**src/design/csae_pkg.sv**
```systemverilog
// ----------------------------------------------------------------------------
// Calendar schedule alarm engine - shared definitions
// Types, constants and opcodes used by the cells and the top.
// ----------------------------------------------------------------------------
package csae_pkg;

  localparam int ENTRIES_DEF = 16;
  localparam int RELAYS      = 4;

  localparam int IDX_W    = 4;
  localparam int DATES_W  = 48;
  localparam int ACTION_W = 40;
  localparam int MASK_W   = 4;

  localparam logic [1:0] OP_WRITE = 2'd0;
  localparam logic [1:0] OP_CHECK = 2'd1;
  localparam logic [1:0] OP_FIRE  = 2'd2;
  localparam logic [1:0] OP_NONE  = 2'd3;

  localparam logic [7:0] NO_BOUND     = 8'hFF;
  localparam logic [7:0] HOUR_LIMIT   = 8'd24;
  localparam logic [7:0] MINUTE_LIMIT = 8'd60;
  localparam logic [7:0] SECOND_LIMIT = 8'd60;
  localparam logic [7:0] YEAR_MAX     = 8'd99;
  localparam logic [7:0] MONTH_MAX    = 8'd12;
  localparam logic [7:0] DAY_MAX      = 8'd31;
  localparam logic [7:0] WEEKDAY_MAX  = 8'd7;

  // mask bits beyond the RELAYS count never switch
  localparam logic [MASK_W-1:0] RELAY_MASK =
    (RELAYS >= MASK_W) ? {MASK_W{1'b1}} : MASK_W'((1 << RELAYS) - 1);

  typedef struct packed {
    logic                en;
    logic [IDX_W-1:0]    idx;
    logic [DATES_W-1:0]  dates;
    logic [ACTION_W-1:0] action;
  } wr_t;

  typedef struct packed {
    logic       fire;
    logic [7:0] year;
    logic [7:0] month;
    logic [7:0] day;
    logic [7:0] weekday;
    logic [7:0] hour;
    logic [7:0] minute;
    logic [7:0] armed_hour;
    logic [7:0] armed_minute;
  } query_t;

  typedef struct packed {
    logic              valid;
    logic [7:0]        best_hour;
    logic [7:0]        best_minute;
    logic [MASK_W-1:0] on;
    logic [MASK_W-1:0] off;
  } tok_t;

endpackage

```
**src/design/csae_cell.sv**
```systemverilog
// ----------------------------------------------------------------------------
// Calendar schedule alarm engine - schedule cell
// Holds one schedule entry, folds it into the passing scan token and
// registers the token for the next cell.
// ----------------------------------------------------------------------------
module csae_cell #(
  parameter int INDEX = 0
) (
  input  logic              clk,
  input  logic              rst,
  input  csae_pkg::wr_t     wr,
  input  csae_pkg::query_t  query,
  input  csae_pkg::tok_t    tok_in,
  output csae_pkg::tok_t    tok_out
);

  localparam bit WRITABLE = (INDEX < (1 << csae_pkg::IDX_W));

  logic [csae_pkg::DATES_W-1:0]  windows;
  logic [csae_pkg::ACTION_W-1:0] actions;
  csae_pkg::tok_t                tok_next;

  logic                        date_ok;
  logic                        cand;
  logic                        hit;
  logic [7:0]                  eh;
  logic [7:0]                  em;
  logic [csae_pkg::MASK_W-1:0] v_on;
  logic [csae_pkg::MASK_W-1:0] v_off;

  function automatic logic win_ok(logic [7:0] lo, logic [7:0] hi, logic [7:0] now);
    return ((lo <= now) || (lo == csae_pkg::NO_BOUND)) && (hi >= now);
  endfunction

  assign eh = actions[15:8];
  assign em = actions[23:16];

  assign date_ok = win_ok(windows[7:0],   windows[15:8],  query.year)
                && win_ok(windows[23:16], windows[31:24], query.month)
                && win_ok(windows[39:32], windows[47:40], query.day)
                && actions[query.weekday[2:0]];

  assign cand = date_ok && (eh >= query.hour) && ((eh > query.hour) || (em > query.minute));
  assign hit  = query.fire && date_ok && (eh == query.armed_hour)
             && (em == query.armed_minute) && (actions[31:24] == 8'd0);

  assign v_on  = actions[35:32] & csae_pkg::RELAY_MASK;
  assign v_off = actions[39:36] & ~actions[35:32] & csae_pkg::RELAY_MASK;

  always_comb begin
    tok_next = tok_in;
    if (cand) begin
      if (eh < tok_in.best_hour) begin
        tok_next.best_hour   = eh;
        tok_next.best_minute = em;
      end else if ((eh == tok_in.best_hour) && (em < tok_in.best_minute)) begin
        tok_next.best_minute = em;
      end
    end
    if (hit) begin
      tok_next.on  = (tok_in.on & ~v_off) | v_on;
      tok_next.off = (tok_in.off & ~v_on) | v_off;
    end
  end

  always_ff @(posedge clk) begin
    if (rst) begin
      windows <= '1;
      actions <= '1;
    end else if (WRITABLE && wr.en && (wr.idx == csae_pkg::IDX_W'(INDEX))) begin
      windows <= wr.dates;
      actions <= wr.action;
    end
  end

  always_ff @(posedge clk) begin
    if (rst) begin
      tok_out.valid <= 1'b0;
    end else begin
      tok_out <= tok_next;
    end
  end

endmodule

```
**config.mk**
```make
export PLATFORM = sky130hd
export DESIGN_NAME = csae_cell
export DESIGN_NICKNAME = d
export VERILOG_FILES = /design/src/design/csae_pkg.sv /design/src/design/csae_cell.sv
export SDC_FILE = /design/constraint.sdc
export NUM_CORES = 1
export LEC_CHECK = 0
export BUFFER_PORTS_ARGS = -buffer_cell sky130_fd_sc_hd__buf_2
export CAP_MARGIN = 20
export CORE_AREA = 8 8 121 123
export DETAILED_ROUTE_END_ITERATION = 6
export DIE_AREA = 0 0 129 131
export HOLD_SLACK_MARGIN = 0.15
export PLACE_DENSITY = 0.8
export SYNTH_ARGS = -nofsm -noshare
export SYNTH_HDL_FRONTEND = slang
export SYNTH_SLANG_ARGS = --single-unit
```
**constraint.sdc**
```tcl
create_clock -name clk -period 3.49 [get_ports clk]
set_input_delay 0.8725 -clock clk [delete_from_list [all_inputs] [get_ports clk]]
set_output_delay 0.8725 -clock clk [all_outputs]
set_load 0.02 [all_outputs]
```
==> flow_summary.ini, run 1 <==
[outcome]
outcome = finished, final reports clean

[worst_setup_path]
path_class = input port to flop
end_kind = flop
cpPeakStageDelay_ns = 0.35
worst-path-max-fanout = 8
worst_path_max_delay_cell = and4_1
cp_cell_sequence = buf_2, inv_1, ha_1, a211o_1, a21oi_1, a211oi_1, a22oi_1, and4_1, o211a_1, buf_12, mux2_4
r2r_slack_ns = 0.72
start_kind = input port
cp.arrival_ns = 3.18
cp_data_required_time_ns = 3.65

[floorplan]
fp.dieW_um = 129
die_h_um = 131
start_util_pct = 49.5
dieArea_sq_um = 16900
pin_count = 210
core_sq_um = 12900
rows = 42

[grt]
grt_pass1_wl_um = 26800
grt_pass1_vias = 5618
grt_max_degree = 97
grt-ovfl-total = 0
antenna_found_initial = 0
grtUsageTotal_pct = 20.3

[logic_synthesis]
yosysTopAreaCell = dfxtp_1
synth_ff_type = dfxtp_1
yosys_warnings = 0
syn_nets = 899
syn_avg_cell_area_sq_um = 10.0
synth_area_sq_um = 6380
synth-async-reset-ratio_pct = 0
yosysTopAreaCellShare_pct = 27.9
synth_edf_count = 24
synthCells = 635
ys_top_cells_by_area = dfxtp_1, ha_1, mux2i_1
ys_types = 48
seq_area_frac_synth_pct = 39.2
ys_seq_elements = 113

[min_path]
hold_class = flop to flop

[pwr]
p_switching_mw = 0.823
p_comb_share_pct = 12.0
power_frac_clock_pct = 49.8
switching_share_pct = 22.6
total_power_mw = 3.65
leakage_nw = 3.75
internal-power_mw = 2.82
p_seq_share_pct = 38.2
ir_drop_mv = 0.319
power_density_nw_per_um2 = 444

[cts]
ctsResizeCount = 0
clock_latency_ns = 0.41
cts_buffer_depth = 2
hold_buffers = 0
clock-root-buffer = clkbuf_16
clock_sinks = 113
numCtsBuffers = 17
cts_setup_buffers = 0
htree_levels = 4
tritoncts = done
cts.clk_slew.worst_paths_ns = 0.05

[routing]
met2_length_um = 8400
vias = 5257
drt-total-wl_um = 16800
drt_iter0_markers = 223
via_per_inst = 5.10
ant_nets = 0
drc = 0
dr_wl_met3_um = 1120
met1_length_um = 6930
dr.pass1.iters = 4
top_layer = met4
wl_per_cell_um = 16.3

[layout]
multiInputGateArea_sq_um = 3520
drive_gt1_share_pct = 30.1
n_fill_cell = 1055
diodes = 0
area_growth_syn_to_layout_pct = 28.8
regArea_sq_um = 2500
layout.nets = 1105
fin_cells = 1030

[timing]
fmax_ghz = 0.330
max-slew-margin-rel_pct = 57.5
fin_skew_ns = 0.0125
fin_ws_ns = 0.463
report.final.slew_viol_count = 0
tns_ns = 0
finalHoldViolCount = 0
rsz0062_at_grt = no
period_needed_ns = 3.03
timing.final.crit_share_pct = 86.7
setup_violations = 0
tightest_slew_ns = 0.637

[placed_design]
preCtsSetupSlack_ns = 0.0464
io_buffers = 204
gp_congestion = 0.842
dp.cells = 998
hpwlAfterDp_um = 12900

[flow_run]
maxCapViolCount = 0
-- logic make-up (layout without fill, tap and decap cells) --
| family | Yosys count | count (layout) | synth area share, % |
|---|---|---|---|
| and+or+nand+nor | 163 | 163 | 12.0 |
| DFF | 113 | 113 | 39.2 |
| muxes | 100 | 100 | 17.0 |
| buffers and inverters | 88 | 307 | 5.59 |
| adders and majority gates | 79 | 79 | 15.5 |
| AOI/OAI and AO/OA | 76 | 76 | 8.44 |
| xor gates and xnor gates | 16 | 16 | 2.20 |
-- cells in the final DEF (no fill, tap or decap), types with 2 or more instances in the layout --
master,n
clkbuf_16,18
bufinv_16,4
mux2_2,8
nor2_1,10
nand3_1,5
and4_1,3
edfxtp_1,24
xnor2_1,15
nand2b_1,4
clkinv_2,4
buf_4,3
a22o_1,4
o21a_1,7
inv_1,64
o21ai_0,10
a211oi_1,3
ha_1,79
a211o_1,4
a21o_1,7
nor4_1,6
a21oi_1,13
dfxtp_1,89
nand4_1,25
mux2_4,8
a22oi_1,5
o31a_1,2
mux4_1,2
nand2_1,94
buf_2,204
mux2i_1,82
clkbuf_1,4
and3_1,2
buf_12,3
a2111oi_0,2
clkinv_4,2
o211ai_1,11
nor3_1,2
nor2b_1,8
-- power by group through the flow --
stage / clock, mW / sequential, mW / combinational [mW]
after floorplan: 0 / 1.44 / 0.223
after global placement: 0 / 1.42 / 0.423
after detailed placement: 0 / 1.42 / 0.436
after CTS: 1.84 / 1.39 / 0.442
after global routing: 1.90 / 1.39 / 0.489
final: 1.82 / 1.39 / 0.438
-- metal layers --
metal / up-vias / GRT usage [%]
li1: 2676 / -
met1: 2393 / 22.1
met2: 158 / 35.9
met3: 30 / 6.33
met4: 0 / 8.36
met5: - / 0
-- state kept, by name (all words and copies together), names as in the netlist --
signal / count
actions: 40
tok_out: 25
windows: 48
-- layout make-up --
class	instances	share of cell area, %
Timing Repair Buffer	210	13.4
Multi-Input combinational cell	434	42.9
Clock inverter	10	1.90
Inverter	65	2.99
Sequential cell	113	30.5
Clock buffer	22	5.67
Tap cell	176	2.68
-- through the flow --
step / instance area [sq um] / util (%) / hold slack (ns)
3_5_place_dp: 7590 / 59.0 / 0.455
5_1_grt: 8210 / 63.8 / 0.483
4_1_cts: 8210 / 63.8 / 0.470
6_report: 8210 / 63.8 / 0.466
2_1_floorplan: 6380 / - / 0.432
3_3_place_gp: 7590 / 59.0 / 0.445
-- cell usage after synthesis, drive strengths merged (12+ instances only) --
cell type	instances
buf	12
nand4	25
ha	79
xnor2	15
mux2i	82
inv	65
dfxtp	89
nand2	94
mux2	16
a21oi	13
edfxtp	24
-- critical path, delay by kind of cell --
| kind | cells | cell delay [ns] |
|---|---|---|
| AOI/OAI and AO/OA | 5 | 1.08 |
| buffers and inverters | 3 | 0.25 |
| muxes | 1 | 0.30 |
| and+or+nand+nor | 1 | 0.35 |
| adders and majority gates | 1 | 0.31 |
-- path summary, 6_finish.rpt --
kind	endpoint	start	cells past startpoint
setup / recovery	tok_out[13]	query[53]	11
setup reg to reg	tok_out[13]	windows[21]	9
hold reg to reg	actions[7]	actions[7]	2
hold / removal	actions[7]	actions[7]	2
Power figures use the tool's default switching activity.
==> inputs of run 2 (changes only) <==
--- a/config.mk
+++ b/config.mk
@@ -5,6 +5,7 @@
 export SDC_FILE = /design/constraint.sdc
 export NUM_CORES = 1
 export LEC_CHECK = 0
+export ABC_CLOCK_PERIOD_IN_PS = 3490
 export BUFFER_PORTS_ARGS = -buffer_cell sky130_fd_sc_hd__buf_2
 export CAP_MARGIN = 20
 export CORE_AREA = 8 8 121 123
@@ -12,6 +13,7 @@
 export DIE_AREA = 0 0 129 131
 export HOLD_SLACK_MARGIN = 0.15
 export PLACE_DENSITY = 0.8
+export REMOVE_ABC_BUFFERS = 1
 export SYNTH_ARGS = -nofsm -noshare
 export SYNTH_HDL_FRONTEND = slang
 export SYNTH_SLANG_ARGS = --single-unit
==> run 2 against run 1 <==
Effect of this change: sequential share of layout area grew 0.15 points; flip-flop and latch count is the same; design area shrank 0.49%; first-iteration DRC count shrank 4.9%; routed wire length shrank 1.1%; worst hold slack lost 0.0012 ns; cell count is essentially flat; die area is the same; register-to-register slack lost 0.06 ns; global-route usage shrank 0.20 points; critical path depth is the same.
==> flow_summary.ini, run 2 (same netlist as run 1, synthesis figures left out) <==
[outcome]
outcome = finished, final reports clean

[cts]
clock_latency_ns = 0.41
cts_buffer_depth = 2
ctsResizeCount = 0
cts.clk_slew.worst_paths_ns = 0.06
numCtsBuffers = 17
tritoncts = done
clock_sinks = 113
htree_levels = 4
hold_buffers = 0
cts_setup_buffers = 0
clock-root-buffer = clkbuf_16

[grt]
grt-ovfl-total = 0
grtUsageTotal_pct = 20.1
grt_max_degree = 113
grt_pass1_wl_um = 26400
grt_pass1_vias = 5702
antenna_found_initial = 3

[layout]
final_cell_mix = buf_2, nand2_1, dfxtp_1
n_fill_cell = 1081
area_growth_syn_to_layout_pct = 28.2
final_common_cell = buf_2
layout.nets = 1104
fin_area_sq_um = 8170
regArea_sq_um = 2500
diodes = 0
largest_reg_flops = 48
multiInputGateArea_sq_um = 3520
top_register = windows
reg_top3 = windows (48), actions (40), tok_out (25)
drive_gt1_share_pct = 30.2

[worst_setup_path]
worst_path_max_delay_cell = and4_1
path_class = input port to flop
end_kind = flop
cp_cell_sequence = buf_2, inv_1, ha_1, and3_1, nand2_1, o31a_1, a311oi_1, and4_1, o211a_1, buf_12, mux2_4
cpPeakStageDelay_ns = 0.39
cp.arrival_ns = 3.29
critPathBufInv = 3
cp_top_family = compound AO/OA/AOI/OAI gates
worst-path-max-fanout = 8
start_kind = input port
cp_data_required_time_ns = 3.65

[pwr]
ir_drop_mv = 0.289
total_power_mw = 3.53
power_density_nw_per_um2 = 432
leakage_nw = 3.72

[timing]
fmax_ghz = 0.320
period_needed_ns = 3.13
fin_skew_ns = 0.00851
max-slew-margin-rel_pct = 53.2
finalHoldViolCount = 0
timing.final.crit_share_pct = 89.6
setup_violations = 0
rsz0062_at_grt = no
tightest_slew_ns = 0.696
report.final.slew_viol_count = 0

[routing]
drt-total-wl_um = 16600
dr.pass1.iters = 4
wl_per_cell_um = 16.2
drc = 0
vias = 5324
ant_nets = 0
drt_iter0_markers = 212
via_per_inst = 5.17

[placed_design]
hpwlAfterDp_um = 13000
io_buffers = 204
gp_congestion = 0.838
placed_area_sq_um = 7600

[floorplan]
core_sq_um = 12900
fp.dieW_um = 129
dieArea_sq_um = 16900
pin_count = 210
die_h_um = 131
rows = 42
start_util_pct = 49.5

[min_path]
hold_class = flop to flop

[flow_run]
maxCapViolCount = 0
-- run 2: cell count changes in the layout (fill, tap and decap cells not counted), sizes merged --
cell      previous run  this run
bufinv               4         3
buf                210       209
clkinvlp             0         2
clkinv               7         9
clkbuf              22        19
-- run 2: final timing paths --
check / start / endpoint / slack [ns] / depth (start not counted)
setup / recovery: query[63] / tok_out[8] / 0.36 / 11
hold / removal: actions[7] / actions[7] / 0.47 / 2
setup reg to reg: windows[15] / tok_out[8] / 0.66 / 9
hold reg to reg: actions[7] / actions[7] / 0.47 / 2
-- run 2: tightest hold or removal path: stages (launching register included) --
cell and delay, ns:
dfxtp_1 0.32, mux2i_1 0.06, nand2_1 0.06
-- run 2: area by class of cell --
class / count / area share (%)
multi-input cells: 434 / 43.1
flip-flops and latches: 113 / 30.6
repair buffers: 209 / 13.6
clock buffers: 19 / 5.30
inverters: 65 / 3.00
well taps: 176 / 2.69
clock inverters: 13 / 1.76
-- run 2: per-stage QoR --
stage	instances	util [%]	TNS (ns)	setup slack, ns	hold slack (ns)
global route	1029	63.5	0	0.197	0.486
global placement	997	59.0	-0.525	-0.0670	0.448
finish	1029	63.5	0	0.362	0.465
detailed placement	997	59.0	-0.713	-0.0923	0.453
floorplan	612	-	-100.21	-1.15	0.432
CTS	1029	63.5	0	0.345	0.468
-- run 2: report_power, final --
group	switching [mW]	internal [mW]	total [mW]
Sequential	0.0185	1.38	1.39
Combinational	0.220	0.217	0.437
Clock	0.589	1.11	1.70
-- run 2: routing by layer --
metal	wire length, um	vias up	track usage, %
li1	-	2680	-
met1	6940	2442	21.8
met2	8140	163	34.9
met3	1200	33	6.90
met4	323	6	9.12
met5	34	-	0
